File: src/design/mmws_pkg.sv
package mmws_pkg;

    localparam int STEP_BITS      = 24;
    localparam int AMP_BITS       = 16;
    localparam int TIME_FRAC_BITS = 40;
    localparam int MULT_BITS      = STEP_BITS + 1;

    localparam logic [2:0] REG_WAVE_TYPE  = 3'd0;
    localparam logic [2:0] REG_AMPLITUDE  = 3'd1;
    localparam logic [2:0] REG_FREQUENCY  = 3'd2;
    localparam logic [2:0] REG_PHASE      = 3'd3;
    localparam logic [2:0] REG_STEP_TIME  = 3'd4;
    localparam logic [2:0] REG_SWEEP_LOW  = 3'd5;
    localparam logic [2:0] REG_SWEEP_HIGH = 3'd6;

    // phase in turns: 2^40 = 360 * PHASE_Q + PHASE_R
    localparam logic [31:0] PHASE_Q     = 32'd3054198966;
    localparam logic [4:0]  PHASE_R     = 5'd16;
    localparam logic [13:0] PHASE_RECIP = 14'd11651;

    localparam logic [16:0] SIN_A     = 17'd102944;
    localparam logic [15:0] SIN_B     = 16'd42047;
    localparam logic [12:0] SIN_C     = 13'd4640;
    localparam logic [19:0] PI_SQ_Q16 = 20'd646814;
    localparam logic [16:0] LOG2E_Q16 = 17'd94548;

    typedef enum logic [1:0] {
        WAVE_SINE  = 2'd0,
        WAVE_DELTA = 2'd1,
        WAVE_SWEEP = 2'd2,
        WAVE_GAUSS = 2'd3
    } wave_t;

    typedef struct packed {
        wave_t       wave_type;
        logic [15:0] amplitude;
        logic [15:0] frequency_hz;
        logic [31:0] step_time;
        logic [40:0] phase_turn;
        logic [15:0] sweep_low_hz;
        logic [15:0] sweep_high_hz;
    } cfg_t;

    typedef struct packed {
        wave_t mode;
        logic  kill;
        logic  step_zero;
    } ctrl_t;

    typedef struct packed {
        ctrl_t                ctrl;
        logic [STEP_BITS-1:0] step;
        logic [MULT_BITS-1:0] freq;
    } mid_item_t;

endpackage

File: src/design/mmws_front.sv
module mmws_front
    import mmws_pkg::*;
(
    input  logic                 push,
    input  logic                 queue_full,
    input  logic [STEP_BITS-1:0] sim_step,
    input  cfg_t                 cfg,
    output logic                 accept,
    output mid_item_t            item
);

    logic [MULT_BITS-1:0] sweep_freq;
    logic                 in_band;
    logic                 is_sweep;

    assign accept     = push && !queue_full;
    assign sweep_freq = MULT_BITS'(sim_step) + MULT_BITS'(cfg.frequency_hz)
                      + MULT_BITS'(3);
    assign in_band    = (sweep_freq >= MULT_BITS'(cfg.sweep_low_hz))
                     && (sweep_freq <= MULT_BITS'(cfg.sweep_high_hz));
    assign is_sweep   = (cfg.wave_type == WAVE_SWEEP);

    always_comb
    begin
        item.ctrl.mode      = cfg.wave_type;
        item.ctrl.kill      = is_sweep && !in_band;
        item.ctrl.step_zero = (sim_step == '0);
        item.step           = sim_step;
        item.freq           = is_sweep ? sweep_freq : MULT_BITS'(cfg.frequency_hz);
    end

endmodule

File: config.mk
export PLATFORM = sky130hd
export DESIGN_NAME = mmws_front
export DESIGN_NICKNAME = d
export VERILOG_FILES = /design/src/design/mmws_pkg.sv /design/src/design/mmws_front.sv
export SDC_FILE = /design/constraint.sdc
export NUM_CORES = 1
export LEC_CHECK = 0
export BUFFER_PORTS_ARGS = -buffer_cell sky130_fd_sc_hd__buf_2
export CORE_UTILIZATION = 38
export DETAILED_ROUTE_END_ITERATION = 8
export GPL_TIMING_DRIVEN = 1
export PLACE_DENSITY = 0.83
export SLEW_MARGIN = 20
export SYNTH_ARGS = -nofsm -noshare
export SYNTH_HDL_FRONTEND = slang
export SYNTH_SLANG_ARGS = --single-unit
File: constraint.sdc
create_clock -name vclk -period 4.7
set_clock_uncertainty 0.15 [all_clocks]
set_input_delay 0.705 -clock vclk [all_inputs]
set_output_delay 0.705 -clock vclk [all_outputs]
set_load 0.005 [all_outputs]
## Word level (Yosys, flattened, before mapping)

Index checks and enable logic that the tools add are counted.
Widths: inputs -> output; s select.

| storage, ports and cells | value |
|---|---|
| register bits | 0 |
| input bits | 165 |
| word-level logic and storage cells | 12 |

| operators by class | value |
|---|---|
| add/sub/neg operators | 2 |
| order comparisons | 2 |
| equality and inequality tests | 1 |
| mux-type cells | 1 |
| reductions and logical operators | 6 |

Operators with widths:

| cell | number |
|---|---|
| $add 24x16->25 | 1 |
| $add 25x2->25 const B | 1 |
| $ge 25x16->1 | 1 |
| $le 25x16->1 | 1 |
| $mux 25 | 1 |
| $logic_not 24->1 | 1 |
| $logic_and 1x1->1 | 3 |
| $eq 2x2->1 const B | 1 |
| $logic_not 1->1 | 2 |

## Logic depth before layout (Yosys ltp)

| logic depth | value |
|---|---|
| depth in word-level cells | 6 |
| depth in mapped cells | 18 |
| gate-level depth less buffers | 18 |

## Least setup slack after synthesis

No wires, ideal clock.

| timing | value |
|---|---|
| path type | input to output |
| start point | in sim_step[1] |
| end point | out item[50] in the netlist's numbering |
| arrival | 4,205 ps |
| required time | 3,845 ps |
| path slack | -360 ps |
| stages | 18 |
| cell sequence | inv_1 > ha_1 > inv_1 > ha_1 > fa_1 > a21oi_1 > o211ai_1 > a21oi_1 > a31oi_1 > xor2_1 > ha_1 > a2111oi_0 > o21ai_0 > or4_1 > nand3_1 > o2111ai_1 > a2111oi_1 > a21oi_1 |

RTL lines:

| what | RTL line | source |
|---|---|---|
| from (decl) | mmws_front.sv:6 | `input logic [STEP_BITS-1:0] sim_step,` |
| to (decl) | mmws_front.sv:9 | `output mid_item_t item` |

==> results_dict.tcl <==
set metrics [dict create \
    dieWidth_um 86.76 \
    power_density_mw_per_mm2 193.2 \
    antenna_found_initial 0 \
    wl_um 9868 \
    seq_cell_count 0 \
    hp-class "primary input to output pin" \
    critPathTopFamily "compound AO/OA/AOI/OAI gates" \
    ir_worst_vdd_v 0.0001100 \
    cp_num_buf_inv 4 \
    synth_cells 375 \
    grt_first_pass_wirelength_um 15590 \
    globalplace.congestion 0.9197 \
    relSlewSlack 0.3523 \
    die_y_um 86.76 \
    nets 797 \
    die_area_sq_mm 0.007527 \
    power_uw 810.9 \
    via_per_inst 5.372 \
    yosysWarnings 0 \
    initial_core_util 0.3974 \
    fill_cells 622 \
    finalSetupViolations 1 \
    grt_pass1_vias 3448 \
    drtAntennaViolNets 0 \
    finalMaxSlewViolations 0 \
    p_leak_nw 2.306 \
    layout_commonest_cell "buf_2" \
    slowest_delay_ns 0.42 \
    crit_slowest_cell "or4_1" \
    synth.area.top_cells "ha_1 29%, buf_4 7.1%, mux2_2 6.2%" \
    track_usage 0.2582 \
    grt_max_degree 22 \
    drt_pre_antenna_iters 5 \
    final_cell_mix "128 x buf_2, 100 x buf_4, 62 x ha_1, 40 x inv_1" \
    wl_per_cell_um 14.93 \
    drtIter0Drc 153 \
    rsz0062_at_grt "true" \
    syn_nets 605 \
    end_kind "output pin" \
    antenna_cells 0 \
    worst_pin_slew_ns 0.9716 \
    vias 3551 \
    fmax_mhz 190.1 \
    critPathArrivalTime_ns 4.40 \
    multiInputGateArea_sq_mm 0.002500 \
    worst_setup_path_start_kind "primary input" \
    dp_hpwl_um 8386 \
    pin_count 219 \
    crit_required_ns 3.85 \
    period_share 1.119 \
    synth_top_area_cell "ha_1" \
    finish.instance_area_sq_mm 0.004198 \
    netlist.area_leader.share 0.2933 \
    setup_slack_ns -0.5599 \
    port_buffers 130 \
    placed_area_sq_mm 0.003949 \
    regArea_sq_um 0 \
    seq_area_frac_synth 0 \
    area_growth_pct 53.76 \
    syn_area_sq_mm 0.002730 \
    criticalPathCategory "primary input to output pin" \
    cap_viol_max_count 0 \
    cp_max_fo 2 \
    cp_cell_sequence "buf_2 -> inv_1 -> ha_1 -> inv_1 -> ha_4 -> fa_2 -> a21oi_2 -> o211ai_1 -> a21oi_2 -> a31oi_4 -> xor2_2 -> ha_1 -> a2111oi_4 -> o21ai_1 -> or4_1 -> nand3_2 -> o2111ai_4 -> a2111oi_4 -> a21oi_1 -> buf_2" \
    postCtsHoldBufs 0 \
    synth_cell_types 52 \
    status "complete, but fails checks" \
    core_area_sq_mm 0.006869 \
    clkbuf_count 0 \
    num_rows 30 \
    drc 0 \
    avgSynthCellArea_sq_um 7.280 \
    fin_crit_ns 5.260 \
    drive_gt1_frac 0.4938 \
    hold_viol 0 \
    grt-ovfl-total 0 \
    violations "setup timing" \
]
[report_power, final]
group | total (mW) | switching [mW] | leakage, nW | internal, mW
combinational | 0.811 | 0.398 | 2.31 | 0.413
clock | 0 | 0 | 0 | 0
sequential | 0 | 0 | 0 | 0
[per-stage QoR]
stage / setup TNS (ns) / instances / hold slack (ns) / setup WS [ns] / util
4_1_cts: -0.6271 / 657 / 1.436 / -0.6271 / 0.5942
5_1_grt: -0.7383 / 661 / 1.454 / -0.7383 / 0.6111
2_1_floorplan: -0.2788 / 375 / 1.290 / -0.2788 / -
3_3_place_gp: -0.7497 / 655 / 1.434 / -0.7497 / 0.5749
3_5_place_dp: -0.8508 / 655 / 1.436 / -0.8508 / 0.5749
6_report: -0.5599 / 661 / 1.434 / -0.5599 / 0.6111
[path summary, 6_finish.rpt]
check | from | to | slack, ns | cells past startpoint
worst min-delay path | cfg[137] | item[51] | 1.43 | 2
worst max-delay path | cfg[105] | item[50] | -0.56 | 20
[kinds of logic (layout without fill, tap and decap cells)]
kind of cell               count (synthesis)  after routing  share of synthesized area
adders and majority gates                 65             65                     0.3006
xor gates and xnor gates                  18             18                    0.05774
AOI/OAI and AO/OA                        101            101                     0.2456
buffers and inverters                     83            273                     0.1544
muxes                                     16             16                    0.06554
and+or+nand+nor                           92             92                     0.1760
[cell usage after synthesis (all sizes together), types with 4 or more instances]
library cell  count
mux2             15
a21oi            29
nand4             9
nand2            24
inv              43
xnor2            13
a211o             4
a31oi             6
ha               64
buf              31
nor2b             7
nor2             15
nand3            13
a21o              8
xor2              5
o21ai            16
clkbuf            9
nor4              8
a211oi            5
o211ai            7
[timing repair]
item	in CTS	in global routing
resized for setup	27	13
endpoints found under the setup margin	1	1
pin swaps	10	16
buffers inserted	2	4
[cell type report]
type                            count  share of cell area
Tap cell                           96             0.02861
Inverter                           43             0.03905
Multi-Input combinational cell    292              0.5955
Timing Repair Buffer              230              0.3368
[metal layers]
layer  wire [um]  track usage
met5           0            0
met1        4128       0.3056
met2        4791       0.4791
met4         293      0.08485
met3         654      0.03143
(Power assumes the default switching activity.)
