## config.mk

```make
export PLATFORM = sky130hd
export DESIGN_NAME = mmws_fifo
export DESIGN_NICKNAME = d
export VERILOG_FILES = /design/src/design/mmws_fifo.sv
export SDC_FILE = /design/constraint.sdc
export NUM_CORES = 1
export LEC_CHECK = 0
export BUFFER_PORTS_ARGS = -buffer_cell sky130_fd_sc_hd__buf_4
export CAP_MARGIN = 20
export CORE_AREA = 2 2 58 60
export DETAILED_ROUTE_END_ITERATION = 6
export DIE_AREA = 0 0 60 62
export GPL_TIMING_DRIVEN = 0
export HOLD_SLACK_MARGIN = 0.06
export PLACE_DENSITY = 0.85
export SETUP_SLACK_MARGIN = 0.2
export SLEW_MARGIN = 20
export SYNTH_ARGS = -nofsm -noshare
export SYNTH_HDL_FRONTEND = slang
export SYNTH_SLANG_ARGS = --single-unit
export TNS_END_PERCENT = 5
```

## constraint.sdc

```tcl
create_clock -name clk -period 2.01 [get_ports clk]
set_clock_uncertainty 0.05 [all_clocks]
set_input_delay 0 -clock clk [delete_from_list [all_inputs] [get_ports clk]]
set_output_delay 0 -clock clk [all_outputs]
set_load 0.05 [all_outputs]
```

## src/design/mmws_fifo.sv

```systemverilog
module mmws_fifo #(
    parameter int WIDTH = 8,
    parameter int DEPTH = 4
) (
    input  logic             clk,
    input  logic             rst_n,
    input  logic             push,
    input  logic [WIDTH-1:0] wdata,
    output logic             full,
    input  logic             pop,
    output logic [WIDTH-1:0] rdata,
    output logic             empty
);

    localparam int ADDR = $clog2(DEPTH);

    logic [WIDTH-1:0] mem [DEPTH];
    logic [ADDR:0]    wr_ptr_reg;
    logic [ADDR:0]    rd_ptr_reg;

    assign empty = (wr_ptr_reg == rd_ptr_reg);
    assign full  = (wr_ptr_reg[ADDR] != rd_ptr_reg[ADDR])
                && (wr_ptr_reg[ADDR-1:0] == rd_ptr_reg[ADDR-1:0]);
    assign rdata = mem[rd_ptr_reg[ADDR-1:0]];

    always_ff @(posedge clk or negedge rst_n)
    begin
        if (!rst_n)
        begin
            wr_ptr_reg <= '0;
            rd_ptr_reg <= '0;
        end
        else
        begin
            if (push && !full)
                wr_ptr_reg <= wr_ptr_reg + 1'b1;
            if (pop && !empty)
                rd_ptr_reg <= rd_ptr_reg + 1'b1;
        end
    end

    always_ff @(posedge clk)
    begin
        if (push && !full)
            mem[wr_ptr_reg[ADDR-1:0]] <= wdata;
    end

endmodule

```

* Word level (Yosys, flattened, before mapping)
Memory sizes are Yosys's and may differ from the RTL's. Index checks and enable logic that the tools add are counted.
Cells by class: reductions and logical operators 5, equal/unequal tests 3, mux-type cells 2, add/subtract/negate cells 2
Operator list (count):
- $add 3x1->3 const B | 2
- $eq 3x3->1 | 1
- $logic_and 1x1->1 | 3
- $eq 2x2->1 | 1
- $logic_not 1->1 | 2
- $mux 1 | 2
- $ne 1x1->1 | 1
Storage, ports and cells: output and inout bits 10, memories kept 1, logic and storage cells 15, bits in writable memories 32, register bits 6
Memory list:
- mem | words 4, width 8, rd ports 1, clocked after Yosys merged registers in 0, write ports 1, RTL line 17 | logic [WIDTH-1:0] mem [DEPTH];

* Longest topological paths before layout
word-level depth 6, mapped depth 5

* Worst setup path after synthesis
OpenSTA, ideal clock, no wires.
path type flip-flop to flip-flop, start register rd_ptr_reg[0], end memory mem[2][0], enable pin, cell stages (with the launch flop) 5, required time 1628 ps, path buffers 1, slack 419 ps, clock period less this slack 1591 ps, arrival time 1209 ps, cell sequence dfrtp_1 buf_6 xnor2_2 a31oi_2 and2_1
On the way: longest elaborated chain between the ends 6
Ends and longest elaborated chain:
- start: declaration | RTL line 19 | logic [ADDR:0] rd_ptr_reg;
- start signal: assignment | RTL line 38 | rd_ptr_reg <= rd_ptr_reg + 1'b1;
- $eq 2x2->1 | RTL line 23 | && (wr_ptr_reg[ADDR-1:0] == rd_ptr_reg[ADDR-1:0]);
- $logic_and 1x1->1 | RTL line 23
- $logic_not 1->1 | RTL line 44 | if (push && !full)
- $logic_and 1x1->1 | RTL line 44
- $mux 1 | RTL line 44
- $mux 1 (implied by the code) | RTL line 45 | mem[wr_ptr_reg[ADDR-1:0]] <= wdata;
- end: declaration | RTL line 17
Every way passes these cells.

* Final worst setup path
start register wr_ptr_reg[1], end memory mem[2][1], enable pin
On the way: longest elaborated chain between the ends 6
Ends and longest elaborated chain:
- start: declaration | RTL line 18 | logic [ADDR:0] wr_ptr_reg;
- start signal: assignment | RTL line 36 | wr_ptr_reg <= wr_ptr_reg + 1'b1;
- $eq 2x2->1 | RTL line 23
- $logic_and 1x1->1 | RTL line 23
- $logic_not 1->1 | RTL line 44
- $logic_and 1x1->1 | RTL line 44
- $mux 1 | RTL line 44
- $mux 1 (implied by the code) | RTL line 45
Parallel ways exist; a longest one is shown, timed or not.

==> impl_metrics.ini <==
[cells_and_area]
syn2layout_area_growth_pct = 22.88
n_antenna_cell = 0
largest_reg_flops = 32
final_nets = 150
layout-drive-gt1-share_pct = 30.08

[pwr]
p_total_mw = 3.280
internal_power_mw = 1.854
peakVddDrop_v = 0.001366
power_switching_mw = 1.426
clkPwrFrac_pct = 10.9
p_leak_nw = 0.8093
power.density_nw_per_um2 = 1585
power_frac_seq_pct = 36.1
pwr-share-comb_pct = 53.1
sw_frac_of_total_pct = 43.48

[clock_tree]
clockRootBuffer = clkbuf_4
worstSkewPairLatency_ps = 330
cts_tree = built
h-tree-depth = 2
cts_buffer_depth = 2
clk_pin_slew_ps = 110
numCtsBuffers = 5
cts_num_sinks = 38
postCtsSetupRepairBufs = 0

[setup_path]
critical_path.startpoint = wr_ptr_reg[1]
rrSetupSlack_ps = 180
end_kind = register
cpPeakStageDelay_ps = 490
endpoint = mem[2][1]
path_max_fanout = 8
path_class = register to register
arrival_ps = 1780
worst_path_max_delay_cell = dfrtp_1
worst-r2r-cell-count = 3
worstReg2RegEnd = mem[2][1]
required_ps = 1960
worstPathCellList = xnor2_2, a31oi_2, and2_1
r2r-start = wr_ptr_reg[1]
start_kind = register

[sta]
whs_ps = 354.3
rsz0062_at_grt = yes
slew_viol_final = 0
setup_viol = 0
slew_headroom_pct = 71.25
finalHoldViolations = 0
fin_crit_ps = 1830
period_share_pct = 91.07
setup-tns-final_ps = 0
fin_ws_ps = 179.5
tightest_slew_ps = 429.2
fmax_ghz = 0.5463

[detailed_routing]
drcViolationCount = 0
via_count = 931
wl_met2_mm = 1.499
drt-total-wl_mm = 2.903
vias_per_cell = 5.201
wl_per_cell_um = 16.22
dr_wl_met3_um = 143
drt-initial-drc-count = 17
antenna_left = 0
wl_met1_mm = 1.207
top_layer = met4
first_pass_iters = 4

[placement]
place.gp.congestion = 0.7526
portBuffers = 21
place_hpwl_mm = 1.973
dp_slack_ps = 125.9

[run_status]
outcome = complete, no violations

[min_path]
hold_class = input port to register

[yosys]
mappedNetlistArea_um2 = 1684
avgSynthCellArea_um2 = 18.11
yosys_warnings = 0
ys_ff_latch = 38
synth_cells = 93
yosysSeqAreaShare_pct = 65.97
synth_cell_type_count = 26
synth_nets = 110

[global_routing]
grt_overflow = 0
grt_max_degree = 12
antenna_found_initial = 0
grt_use_total_pct = 17.85
grt_pass1_vias = 961
grt_pass1_wl_mm = 4.450

[job]
drv_cap = 0

[floorplan]
dieArea_um2 = 3720
start_util_pct = 52.97
io_pins = 22
die_w_um = 60
core.rowCount = 21
core_area_um2 = 3179
die_y_um = 62
-- routing by layer --
layer / global-route usage [%] / vias up
met3: 4.141 / 7
li1: - / 440
met2: 32.76 / 30
met5: 0 / -
met1: 19.10 / 454
met4: 9.524 / 0
-- cell families (layout without fill, tap and decap cells) --
logic type	Yosys count	in the layout	share of synthesized area, %
flops	38	38	65.97
simple gates	16	16	5.274
compound gates	11	11	5.275
mux	8	8	12.04
buf+inv	8	48	2.749
xor+xnor	7	7	4.978
fa+ha+maj	5	5	3.715
-- through the flow --
stage | util [%] | area, µm² | std cells
2_1_floorplan | - | 1684 | 93
3_3_place_gp | 59.74 | 1899 | 160
3_5_place_dp | 59.74 | 1899 | 160
4_1_cts | 65.05 | 2068 | 179
5_1_grt | 65.09 | 2069 | 179
6_report | 65.09 | 2069 | 179
-- synthesized netlist by cell type --
library cell / number / area (µm²)
edfxtp_1: 32 / 960.9
dfrtp_1: 6 / 150.1
mux4_1: 6 / 157.7
ha_1: 5 / 62.56
inv_1: 5 / 18.77
and2_1: 4 / 25.02
a21o_1: 3 / 22.52
nand3_1: 3 / 15.01
a21oi_1: 2 / 10.01
a31oi_1: 2 / 12.51
and3_1: 2 / 12.51
buf_6: 2 / 22.52
mux4_2: 2 / 45.04
nand2b_1: 2 / 12.51
nor2_1: 2 / 7.510
o21ai_0: 2 / 10.01
xnor2_1: 2 / 17.52
xnor2_2: 2 / 32.53
xor2_1: 2 / 17.52
a31oi_2: 1 / 12.51
a31oi_4: 1 / 21.27
buf_2: 1 / 5.000
nand2_1: 1 / 3.750
nor3_1: 1 / 5.000
nor3b_1: 1 / 7.510
xor2_2: 1 / 16.27
-- cell type report --
cell class              count  area, µm²
flip-flops and latches     38       1111
fillers                   226       1110
multi-input cells          47      529.3
repair buffers             33      277.8
well taps                  46      57.56
clock buffers               5      37.54
plain buffers               3      27.53
inverters                   5      18.77
clock inverters             2      10.01
-- power groups by stage --
stage | Clock, mW | Combinational, mW | Sequential [mW]
global placement | 0 | 1.67 | 1.18
CTS | 0.367 | 1.76 | 1.18
floorplan | 0 | 1.33 | 1.17
global route | 0.399 | 1.87 | 1.20
finish | 0.357 | 1.74 | 1.18
detailed placement | 0 | 1.73 | 1.20
-- how the worst min path moves through the flow --
stage              from       endpoint  slack, ps  cells past startpoint
2_1_floorplan     rst_n  rd_ptr_reg[0]       -350                      0
3_3_place_gp      rst_n  rd_ptr_reg[1]       -240                      1
3_5_place_dp      rst_n  rd_ptr_reg[1]       -230                      1
4_1_cts        wdata[5]      mem[0][5]        340                      2
5_1_grt        wdata[7]      mem[3][7]        350                      2
6_report       wdata[4]      mem[3][4]        350                      2
-- cells in the final DEF, fill, tap and decap left out, drive strengths merged --
cell type	count
nor3b	1
a21oi	2
dfrtp	6
nand2b	2
inv	5
a21o	3
xnor2	4
nor3	1
mux4	8
clkinv	2
xor2	3
nor2	2
nand3	3
dlygate4sd3	12
and3	2
nand2	1
edfxtp	32
and2	4
clkbuf	5
a31oi	4
buf	24
o21ai	2
ha	5
-- critical path, delay by kind of cell, from the launching register on --
kind	cells	cell delay, ps
XOR/XNOR	1	250
AO/OA/AOI/OAI	1	290
AND/OR/NAND/NOR	1	410
flip-flops	1	490
-- repair_timing --
action,in CTS,in global routing
hold endpoints to repair,43,0
resized for setup,1,1
hold buffers,12,0
setup endpoints to repair,24,17
Note: power is estimated with default switching activity, not from simulation.
